`src/hdl/lftl_pkg.sv`:
```
// ----------------------------------------------------------------------------
// lftl_pkg: shared types for the line frame table lookup
// item and result structs, search token and cell command
// ----------------------------------------------------------------------------
package lftl_pkg;

  // frame index fields are sized for the largest supported table
  localparam int IDX_W = 12;

  typedef enum logic [1:0] {
    ST_IDLE,
    ST_SEARCH,
    ST_DIV
  } state_e;

  typedef enum logic [1:0] {
    CFG_TRANSLATE = 2'd0,
    CFG_SWEEP     = 2'd1,
    CFG_WINDOW    = 2'd2,
    CFG_BASE      = 2'd3
  } cfg_idx_e;

  typedef struct packed {
    logic        action;
    logic [47:0] address;
    logic        read_only;
    logic        is_write;
  } in_t;

  typedef struct packed {
    logic        hit;
    logic        fault;
    logic [7:0]  frame_index;
    logic [47:0] local_address;
    logic        writeback_needed;
    logic [47:0] evicted_tag;
  } out_t;

  // search token handed from cell to cell
  typedef struct packed {
    logic             vld;
    logic             hit;
    logic [IDX_W-1:0] hit_idx;
    logic             free;
    logic [IDX_W-1:0] free_idx;
    logic [63:0]      oldest;
    logic [IDX_W-1:0] old_idx;
    logic             old_ro;
    logic [47:0]      old_tag;
  } tok_t;

  // update broadcast to every cell
  typedef struct packed {
    logic             wr_en;
    logic             install;
    logic             wr_ro;
    logic [IDX_W-1:0] wr_idx;
    logic             sw_en;
    logic [63:0]      cutoff;
  } cmd_t;

endpackage

```
`src/hdl/lftl_cell.sv`:
```
// ----------------------------------------------------------------------------
// lftl_cell: one frame of the table
// holds the frame state and folds it into the passing search token
// ----------------------------------------------------------------------------
module lftl_cell #(
  parameter int IDX  = 0,
  parameter int SCAN = 1
) (
  input  logic                clk_i,
  input  logic                rst_ni,
  input  logic [47:0]         key_i,
  input  logic [63:0]         tick_i,
  input  lftl_pkg::cmd_t      cmd_i,
  input  lftl_pkg::tok_t      tok_i,
  output lftl_pkg::tok_t      tok_o
);

  localparam logic [lftl_pkg::IDX_W-1:0] MY = lftl_pkg::IDX_W'(IDX);

  logic        valid_q, ref_q, ro_q;
  logic [47:0] tag_q;
  logic [63:0] stamp_q;
  lftl_pkg::tok_t tok_d, tok_q;

  always_comb begin
    tok_d = tok_i;
    if (valid_q && !tok_i.hit && tag_q == key_i) begin
      tok_d.hit     = 1'b1;
      tok_d.hit_idx = MY;
    end
    if (!valid_q) begin
      tok_d.free     = 1'b1;
      tok_d.free_idx = MY;
    end
    // frame 0 is the fallback victim
    if (IDX == 0) begin
      tok_d.old_ro  = ro_q;
      tok_d.old_tag = tag_q;
    end
    if (IDX < SCAN && stamp_q < tok_i.oldest) begin
      tok_d.oldest  = stamp_q;
      tok_d.old_idx = MY;
      tok_d.old_ro  = ro_q;
      tok_d.old_tag = tag_q;
    end
  end

  always_ff @(posedge clk_i or negedge rst_ni) begin
    if (!rst_ni) begin
      tok_q <= '0;
    end else begin
      tok_q <= tok_d;
    end
  end

  assign tok_o = tok_q;

  always_ff @(posedge clk_i or negedge rst_ni) begin
    if (!rst_ni) begin
      valid_q <= 1'b0;
      ref_q   <= 1'b0;
      ro_q    <= 1'b0;
      stamp_q <= '0;
    end else begin
      if (cmd_i.wr_en && cmd_i.wr_idx == MY) begin
        ref_q   <= 1'b1;
        stamp_q <= tick_i;
        if (cmd_i.install) begin
          valid_q <= 1'b1;
          ro_q    <= cmd_i.wr_ro;
        end
      end else if (cmd_i.sw_en && valid_q && ref_q && stamp_q < cmd_i.cutoff) begin
        ref_q <= 1'b0;
      end
    end
  end

  always_ff @(posedge clk_i) begin
    if (cmd_i.wr_en && cmd_i.install && cmd_i.wr_idx == MY) begin
      tag_q <= key_i;
    end
  end

endmodule

```
`config.mk`:
```
export PLATFORM = sky130hd
export DESIGN_NAME = lftl_cell
export DESIGN_NICKNAME = d
export VERILOG_FILES = /design/src/hdl/lftl_pkg.sv /design/src/hdl/lftl_cell.sv
export SDC_FILE = /design/constraint.sdc
export NUM_CORES = 1
export LEC_CHECK = 0
export ABC_AREA = 1
export BUFFER_PORTS_ARGS = -buffer_cell sky130_fd_sc_hd__buf_2
export CORE_AREA = 2 2 194 196
export CTS_CLUSTER_DIAMETER = 120
export DETAILED_ROUTE_END_ITERATION = 10
export DIE_AREA = 0 0 196 198
export PLACE_DENSITY_LB_ADDON = 0.3
export SLEW_MARGIN = 5
export SYNTH_ARGS = -nofsm -noshare
export SYNTH_HDL_FRONTEND = slang
export SYNTH_SLANG_ARGS = --single-unit
export TNS_END_PERCENT = 5
```
`constraint.sdc`:
```
create_clock -name clk_i -period 4.34 [get_ports clk_i]
set_input_delay 0.868 -clock clk_i [delete_from_list [all_inputs] [get_ports clk_i]]
set_output_delay 0.868 -clock clk_i [all_outputs]
set_load 0.03 [all_outputs]
```
# Yosys cells after proc, flatten, opt, wreduce, memory -nomap -nowiden
# Index checks and enable logic that the tools add are counted.
# totals
latchBits,0
romBits,0
n_memories,0
register_bits,266
out_inout_bits,152
input_bits,346
ramBits,0
# classes
div_mod_pow,0
eq_ne,1
mul,0
n_lt_le_gt_ge,1
bitwise,0
n_addsub,0
mux,3
shift,0
n_reduce_logical,8
# ops
operator,count
125-bit 2-to-1 mux,1
64-bit less-than comparator,1
48-bit equality test,1
13-bit 2-to-1 mux,2
12-bit logical NOT,1
1-bit logical AND,5
2-bit AND reduction,1
1-bit logical NOT,1

# Logic depth before layout (Yosys ltp)
# Gate-level depths: netlist of the first run.
# logic_depth
ltp_word,4
ltp_mapped,17
ltp_nobuf,16

# Worst setup path before layout of the first run
# No wires, ideal clock.
# synth_path
path_kind,input -> register
start,input cmd_i[76] in the netlist's numbering
end,register tag_q[0] (enable)
arrival_time_ps,3650
setup_slack_ps,235
required_ps,3885
stages,4
n_path_buf,0
cell_sequence,or2_1 -> nor3_1 -> nand4_1 -> nor2_1
# synth_via
elab_chain_len,2
# synth_rtl
element,line_no,source
start: declaration,lftl_cell.sv:13,"input lftl_pkg::cmd_t cmd_i,"
12-bit logical NOT,lftl_cell.sv:79,if (cmd_i.wr_en && cmd_i.install && cmd_i.wr_idx == MY) begin
1-bit logical AND,lftl_cell.sv:79,
end signal: assignment,lftl_cell.sv:80,tag_q <= key_i;
end: declaration,lftl_cell.sv:21,logic [47:0] tag_q;
# Every way passes these cells.
# A chain may end at the register's enable or synchronous reset.

==> out/results.ini, run 1 <==
[worst_setup_path]
reg2reg_from = stamp_q[57]
timing.rr.end = tok_o[68]
arrival_ns = 2.85
cp_max_fo = 72
critPathKind = in2reg
worstPathRequired_ns = 4.83
reg2reg_setup_slack_ns = 2.03
critPathLaunchType = input port
r2r_cells = 11
end_kind = register
setup.worst_path.start = tok_i[118]

[sta]
rsz0062_at_grt = no
finalCritPeriodShare_pct = 54.44
max_slew.worst_pin.slew_ns = 0.8343
slew_violations = 0
skew_ns = 0.01765
setup_ws_ns = 1.977
finalSetupTns_ns = 0
max_clock_freq_mhz = 423.2
final-setup-viol-count = 0
hold_viol = 0
period_needed_ns = 2.363
slew_headroom_pct = 44.38
whs_ns = 0.3411

[logic_synthesis]
synth_ff_type = dfrtp_1
synth_edf_count = 48
syn_nets = 1564
yosysTopAreaCellShare_pct = 48.28
ys_async_sr_fraction_pct = 81.95
ys_ff_latch = 266
netlist_area_um2 = 11300
ys_types = 33
yosys_warnings = 0
synthCells = 1155
post-synth-top-area-cell = dfrtp_1
ys_seq_area_share_pct = 61.03
avgSynthCellArea_um2 = 9.783
synthTopCellsByArea = dfrtp_1 (48%), nand2_1 (14%), edfxtp_1 (13%), ha_1 (7.0%), inv_1 (4.2%)

[clock_network]
cts_setup_buffers = 0
cts_num_sinks = 266
cts_hold_buf = 0
ctsLongestPathBuffers = 3
clk_latency_ns = 0.56
ctsRootBufferMaster = clkbuf_16
htree_levels = 1
cts_tree = yes
clkSlewWorstSetupHoldPaths_ns = 0.06
cts-resized-gates = 0
cts_inserted_buffers = 30

[drt]
antenna_left = 0
detail_route.first_pass.iterations = 4
via_per_inst = 4.423
drc = 0
routed_wl_mm = 32.30
wire_per_inst_um = 15.83
vias = 9028
drtIter0Drc = 262

[cells_and_area]
areaGrowthSynthToFinish_pct = 30.71
nets = 1953
design_area_um2 = 14770
final_common_cell = nand2_1
drive_above_1_share_pct = 28.61
mostFrequentLayoutCells = nand2_1 (408), buf_2 (382), dfrtp_1 (218)

[floorplanning]
die-area_um2 = 38810
std_cell_rows = 71
core_um2 = 36960
initial_core_util_pct = 30.58
die_h_um = 198
die_x_um = 196
ios = 498

[global_routing]
grt_max_degree = 104
grt_pass1_vias = 9374
gr-total-overflow = 0
grt_pass1_wl_mm = 50.57
antenna_found_initial = 2
grt_use_total_pct = 16.48

[placed_design]
numPortBuffers = 383
dp_slack_ns = 1.375
place_area_um2 = 13780
dp_hpwl_mm = 23.68
routabilityCongestion = 0.8277

[status]
status = completed

[pwr]
power.leakage_nw = 8.361
vdd_drop_max_v = 0.0002604
powerDensity_nw_per_um2 = 367.6
finalPower_mw = 5.428

[job]
drv_cap = 0

[worst_hold_path]
hold_path.class = in2async

==> through the flow <==
stage	std cells	utilization, %
floorplan	1155	-
global placement	1986	37.29
detailed placement	1986	37.29
CTS	2040	39.96
global route	2041	39.96
finish	2041	39.96
==> sequential cells by signal, indices dropped and copies added, names as in the netlist <==
signal   count
ro_q         1
stamp_q     64
tag_q       48
tok_o      152
valid_q      1
==> cells in the mapped netlist, types with 2 or more instances <==
cell and count:
nand2_1 408, dfrtp_1 218, inv_1 125, nand3_1 74, ha_1 63, edfxtp_1 48
nor2_1 39, a21oi_1 31, a21boi_0 24, clkbuf_1 17, buf_2 14, o21ai_0 14
xor2_1 12, nand4_1 11, o22ai_1 8, buf_4 7, nor3_1 7, a211oi_1 6
xnor2_1 5, a22o_1 4, o21ai_1 4, nor4_1 3, inv_2 2, nand2_2 2
==> how the worst max path moves through the flow <==
| stage | end | slack [ns] |
|---|---|---|
| after floorplan | tag_q[0] | 0.23 |
| after global placement | tok_o[113] | 1.41 |
| after detailed placement | tok_o[113] | 1.38 |
| after CTS | tok_o[50] | 1.98 |
| after global routing | tok_o[55] | 1.79 |
| final | tok_o[68] | 1.98 |
==> per-layer routing <==
layer / GRT usage (%) / share of wire (%) / routed length [um]
met2: 28.10 / 47 / 15330
met4: 4.125 / 2.0 / 644
met1: 20.34 / 42 / 13530
met5: 0 / 0 / 0
met3: 5.127 / 8.7 / 2800
==> report_power, final <==
| part | leakage, nW | switching (mW) | internal [mW] |
|---|---|---|---|
| Clock | 0.484 | 1.01 | 1.52 |
| Combinational | 4.59 | 0.195 | 0.133 |
| Sequential | 3.29 | 0.00640 | 2.56 |
==> critical path, stage by stage <==
cell	delay [ns]
buf_2	0.10
inv_1	0.04
ha_1	0.29
nand2_1	0.07
inv_1	0.03
o21ai_1	0.12
nand2_1	0.07
a21oi_1	0.21
nand2_1	0.13
a21oi_4	0.24
buf_12	0.34
nand3_1	0.13
nand2_1	0.11
==> cells by family (layout without fill, tap and decap cells) <==
family	count (synthesis)	after routing	synth area share (%)
AOI/OAI and AO/OA	95	95	5.204
xor gates and xnor gates	17	17	1.318
adders and majority gates	63	63	6.976
buffers and inverters	166	577	5.902
other	0	1	0
and+or+nand+nor	548	548	19.57
DFF	266	266	61.03
==> cell type report <==
| class | instances | area, um2 |
|---|---|---|
| antenna | 1 | 2.502 |
| clock buffer | 46 | 892.1 |
| clock inverter | 8 | 92.59 |
| fill | 3732 | 22190 |
| inverter | 128 | 480.5 |
| multi-input combinational | 723 | 3757 |
| sequential | 266 | 6897 |
| tap | 474 | 593.1 |
| timing repair buffer | 395 | 2054 |
(Power assumes the default switching activity.)
==> inputs of run 2 (changes only) <==
Settings changed: ABC_AREA 1 to 0.
Clock period 4.34 ns to 2.08 ns, I/O delays scaled along.
==> run 2 against run 1 <==
Compared with the run above:
- global-route usage shrank 0.27 points
- largest power group unchanged
- the run now ends with setup timing left
- sequential power increased by 110%
- combinational power grew 110%
- power increased by 100%
- critical endpoint is now tok_o[105]
==> out/results.ini, run 2 <==
[status]
status = finished, violations left
violations = setup timing

[pwr]
clockPowerShare_pct = 45.0
seq_power_share_pct = 48.5
vdd_drop_max_v = 0.0007011
pwr-share-comb_pct = 6.4
powerDensity_nw_per_um2 = 702.7
power.leakage_nw = 8.516
switchingPower_mw = 2.500
switching_share_pct = 22.70
internal-power_mw = 8.512

[sta]
period_needed_ns = 2.742
slew_headroom_pct = 42.68
max_clock_freq_mhz = 364.7
finalSetupTns_ns = -47.06
max_slew.worst_pin.slew_ns = 0.8597
finalCritPeriodShare_pct = 131.8
skew_ns = 0.01303
slew_violations = 0
final-setup-viol-count = 77
whs_ns = 0.04376
rsz0062_at_grt = yes
hold_viol = 0
setup_ws_ns = -0.6622

[worst_setup_path]
critPathLaunchType = register
end_kind = register
arrival_ns = 3.18
worstPathRequired_ns = 2.52
cp_max_fo = 7
critPathKind = reg2reg

[placed_design]
dp_hpwl_mm = 24.45
routabilityCongestion = 0.8164
numPortBuffers = 383
place_area_um2 = 14430
dp_slack_ns = -1.035

[clock_network]
htree_levels = 1
clkSlewWorstSetupHoldPaths_ns = 0.06
cts_inserted_buffers = 30
cts_num_sinks = 266
ctsRootBufferMaster = clkbuf_16
cts_tree = yes
clk_latency_ns = 0.56
ctsLongestPathBuffers = 3

[logic_synthesis]
netlist_area_um2 = 10990
yosysTopAreaCellShare_pct = 49.63
yosys_warnings = 0
ys_seq_area_share_pct = 62.74
synth_common_cells = dfrtp_1 (218), nand2_1 (205), inv_1 (73), ha_1 (63), edfxtp_1 (48)
synth_ff_type = dfrtp_1
synth.most_common_cell = dfrtp_1
avgSynthCellArea_um2 = 12.38
ys_types = 41
synthTopCellsByArea = dfrtp_1 (50%), edfxtp_1 (13%), ha_1 (7.2%), nand2_1 (7.0%), mux2_4 (3.8%)
post-synth-top-area-cell = dfrtp_1
syn_nets = 1297
synthCells = 888
ys_ff_latch = 266
synth_edf_count = 48
ys_async_sr_fraction_pct = 81.95

[drt]
vias = 8260
wire_per_inst_um = 16.95
drtIter0Drc = 173
antenna_left = 0
via_per_inst = 4.327
detail_route.first_pass.iterations = 4
routed_wl_mm = 32.35
drc = 0

[floorplanning]
initial_core_util_pct = 29.74
die_x_um = 196
core_um2 = 36960
die_h_um = 198
std_cell_rows = 71
ios = 498
die-area_um2 = 38810

[cells_and_area]
mostFrequentLayoutCells = buf_2 (382), dfrtp_1 (218), nand2_1 (205)
drive_above_1_share_pct = 45.97
areaGrowthSynthToFinish_pct = 42.56
largest_reg_flops = 152
nets = 1812
final_common_cell = buf_2
design_area_um2 = 15670

[global_routing]
grt_use_total_pct = 16.21
grt_max_degree = 65
antenna_found_initial = 16
grt_pass1_vias = 8787
gr-total-overflow = 0
grt_pass1_wl_mm = 48.73

[worst_hold_path]
hold_path.class = in2reg

[job]
drv_cap = 0

run 2: critical path, cell delays in order, from the launching register on:
cell and delay (ns):
dfrtp_1 0.39, ha_1 0.30, buf_4 0.15, nand2_1 0.05
nor2_1 0.04, a211oi_1 0.32, o21ai_0 0.19, a211oi_2 0.29
nand4_1 0.19, buf_6 0.23, clkbuf_16 0.17, mux2_4 0.29
run 2: metrics by stage:
stage          utilization [%]  power, mW  std cells
6_report                 42.40      11.01       1909
3_5_place_dp             39.05      6.140       1838
4_1_cts                  41.77      11.19       1896
5_1_grt                  42.38      11.50       1906
3_3_place_gp             39.05      6.130       1838
2_1_floorplan                -      5.658        888
run 2: layout make-up:
class,instances,area [um2]
Fill cell,3570,21290
Sequential cell,266,6897
Multi-Input combinational cell,525,3926
Timing Repair Buffer,507,3039
Clock buffer,40,809.5
Tap cell,474,593.1
Inverter,73,276.5
Clock inverter,16,108.9
Antenna cell,8,20.02
run 2: timing repair:
action                                  4_1_cts  5_1_grt
hold buffers                                  2        0
pin swaps                                     9       19
endpoints found under the setup margin       89       89
gates cloned                                  0        3
buffers inserted                              0        2
resized for setup                            13       24
endpoints found under the hold margin        48        0
run 2: cells by family after synthesis:
| logic type | count (synthesis) | share of synthesized area, % |
|---|---|---|
| adders and majority gates | 63 | 7.171 |
| buffers and inverters | 97 | 3.586 |
| xor gates and xnor gates | 41 | 3.267 |
| muxes | 65 | 7.615 |
| AOI/OAI and AO/OA | 52 | 3.199 |
| DFF | 266 | 62.74 |
| and+or+nand+nor | 304 | 12.42 |
run 2: path summary, 6_finish.rpt:
| kind | startpoint | end | slack, ns | cells past startpoint |
|---|---|---|---|---|
| hold / removal | tick_i[9] | stamp_q[9] | 0.04 | 3 |
| min in group asynchronous | rst_ni | stamp_q[61] | 0.39 | 2 |
| setup reg to reg | stamp_q[47] | tok_o[105] | -0.66 | 11 |
| max in group asynchronous | rst_ni | stamp_q[36] | 1.01 | 3 |
| setup / recovery | stamp_q[47] | tok_o[105] | -0.66 | 11 |
| hold reg to reg | ro_q | tok_o[48] | 0.38 | 0 |
run 2: per-layer routing:
layer / share of wire [%] / wire (um) / GRT usage, %
met3: 8.2 / 2640 / 5.621
met2: 48 / 15520 / 27.31
met1: 41 / 13360 / 19.73
met4: 2.2 / 700 / 4.574
met5: 0.42 / 137 / 0
run 2: power by group through the flow:
| stage | clock network [mW] | registers [mW] | logic (mW) |
|---|---|---|---|
| floorplan | 0 | 5.49 | 0.165 |
| CTS | 5.13 | 5.34 | 0.710 |
| finish | 4.96 | 5.34 | 0.707 |
| global placement | 0 | 5.44 | 0.690 |
| detailed placement | 0 | 5.44 | 0.698 |
| global route | 5.36 | 5.34 | 0.791 |
==> inputs of run 3 (changes only) <==
Settings changed: CORE_AREA 2 2 194 196 to 2 2 196 198, DIE_AREA 0 0 196 198 to 0 0 198 200.
==> run 3 against run 2 <==
Compared with the run above:
- the run still ends with setup timing left
- critical endpoint is now tok_o[81]
- highest routed layer unchanged
- via count rose by 0.17%
- utilization fell by 0.33 points
- largest cell class unchanged
- sequential share of layout area is 0.18 points lower
- worst hold slack worse by 0.0054 ns
- critical path depth decreased by 1
- combinational power is 3.3% lower
==> out/results.ini, run 3 (same netlist as run 2, synthesis figures left out) <==
[status]
status = finished, violations left
violations = setup timing

[sta]
period_needed_ns = 2.782
skew_ns = 0.01260
finalCritPeriodShare_pct = 133.8
slew_violations = 0
max_clock_freq_mhz = 359.4
rsz0062_at_grt = yes
setup_ws_ns = -0.7023
hold_viol = 0
final-setup-viol-count = 77
max_slew.worst_pin.slew_ns = 0.8586
slew_headroom_pct = 42.76
whs_ns = 0.03834

[pwr]
switching_share_pct = 22.79
seq_power_share_pct = 47.5
powerDensity_nw_per_um2 = 714.6
power.leakage_nw = 8.480
pwr-share-comb_pct = 6.1
switchingPower_mw = 2.563
internal-power_mw = 8.681
clockPowerShare_pct = 46.4
vdd_drop_max_v = 0.0006276

[cells_and_area]
mostFrequentLayoutCells = buf_2 (382), dfrtp_1 (218), nand2_1 (204)
instances_no_fill = 1943
fin_util_pct = 42.07
design_area_um2 = 15740
areaGrowthSynthToFinish_pct = 43.15
largest_reg_flops = 152
drive_above_1_share_pct = 45.08
final_common_cell = buf_2
fill_cells = 3642
nets = 1809

[floorplanning]
std_cell_rows = 71
die-area_um2 = 39600
initial_core_util_pct = 29.39
core_um2 = 37400
die_h_um = 200
ios = 498
die_x_um = 198

[clock_network]
ctsRootBufferMaster = clkbuf_16
cts_num_sinks = 266
clkSlewWorstSetupHoldPaths_ns = 0.06
cts_inserted_buffers = 30
clk_latency_ns = 0.57
cts_tree = yes
ctsLongestPathBuffers = 3
htree_levels = 1

[job]
drv_cap = 0

[drt]
wl_met1_mm = 12.98
highest_layer = met5
wire_per_inst_um = 16.96
detail_route.first_pass.iterations = 7
wl_met2_mm = 15.97
routed_wl_mm = 32.95
drc = 0
via_per_inst = 4.258
drtIter0Drc = 299
vias = 8274
antenna_left = 0
dr_wl_met3_mm = 3.166

[global_routing]
grt_use_total_pct = 16.25
grt_pass1_wl_mm = 48.96
grt_max_degree = 65
grt_pass1_vias = 8755
antenna_found_initial = 10
gr-total-overflow = 0

[worst_setup_path]
slowest_delay_ns = 0.46
path_cells = ha_4 > a2111oi_4 > o41ai_2 > or4_4 > a41oi_2 > nand4_1 > buf_6 > buf_6 > clkbuf_16 > mux2_4
crit_slowest_cell = or4_4
cp_max_fo = 5
worstPathRequired_ns = 2.53
cpMostUsedCell = buf_6
arrival_ns = 3.23
end_kind = register
critPathKind = reg2reg
critPathLaunchType = register

[placed_design]
numPortBuffers = 383
routabilityCongestion = 0.8737
place_inst = 1869
dp_hpwl_mm = 25.04
place_area_um2 = 14480

[worst_hold_path]
hold_path.class = in2reg

==> run 3: stage by stage <==
stage	total power, mW	setup TNS (ns)	setup slack (ns)
after detailed placement	6.121	-72.51	-0.9884
final	11.24	-44.99	-0.7023
after floorplan	5.658	-42.82	-0.4580
after CTS	11.45	-46.97	-0.6974
after global routing	11.72	-56.48	-0.8081
after global placement	6.110	-64.91	-0.8504
==> run 3: routing by layer <==
layer  vias to the layer above  GRT usage, %
met4                         4         4.511
met1                      3940         18.66
met3                        55         6.418
met2                       284         28.18
met5                         -             0
li1                       3991             -
==> run 3: layout make-up <==
class,count,area [um2],share of cell area [%]
well taps,511,639.4,4.063
clock inverters,19,163.9,1.042
repair buffers,504,3054,19.41
flip-flops and latches,266,6897,43.83
multi-input cells,525,3867,24.58
inverters,73,276.5,1.757
diodes,8,20.02,0.1272
clock buffers,37,817.0,5.192
==> run 3: critical path: cells and delay by family (launching register included) <==
kind                       cells  cell delay (ns)
buffers and inverters          3             0.47
muxes                          1             0.29
AOI/OAI and AO/OA              3             0.64
DFF                            1             0.41
adders and majority gates      1             0.23
and+or+nand+nor                2             0.62
==> run 3: final timing paths <==
| path | from | endpoint | slack, ns | depth (start not counted) |
|---|---|---|---|---|
| setup / recovery | stamp_q[1] | tok_o[81] | -0.70 | 10 |
| hold / removal | tick_i[7] | stamp_q[7] | 0.04 | 3 |
| setup reg to reg | stamp_q[1] | tok_o[81] | -0.70 | 10 |
| hold reg to reg | ro_q | tok_o[48] | 0.38 | 0 |
| max in group asynchronous | rst_ni | tok_o[4] | 1.02 | 3 |
| min in group asynchronous | rst_ni | stamp_q[47] | 0.39 | 2 |
==> run 3: power by group through the flow <==
stage | clock network (mW) | logic (mW) | registers, mW
after global routing | 5.61 | 0.766 | 5.34
after global placement | 0 | 0.669 | 5.44
after CTS | 5.41 | 0.696 | 5.34
after detailed placement | 0 | 0.680 | 5.44
final | 5.22 | 0.684 | 5.34
after floorplan | 0 | 0.165 | 5.49
==> run 3: repair_timing <==
item	in CTS	in global routing
hold endpoints to repair	48	0
gates cloned	1	1
endpoints found under the setup margin	89	89
hold buffers	3	0
setup buffers	6	0
pin swaps	14	6
gates resized for setup	17	8
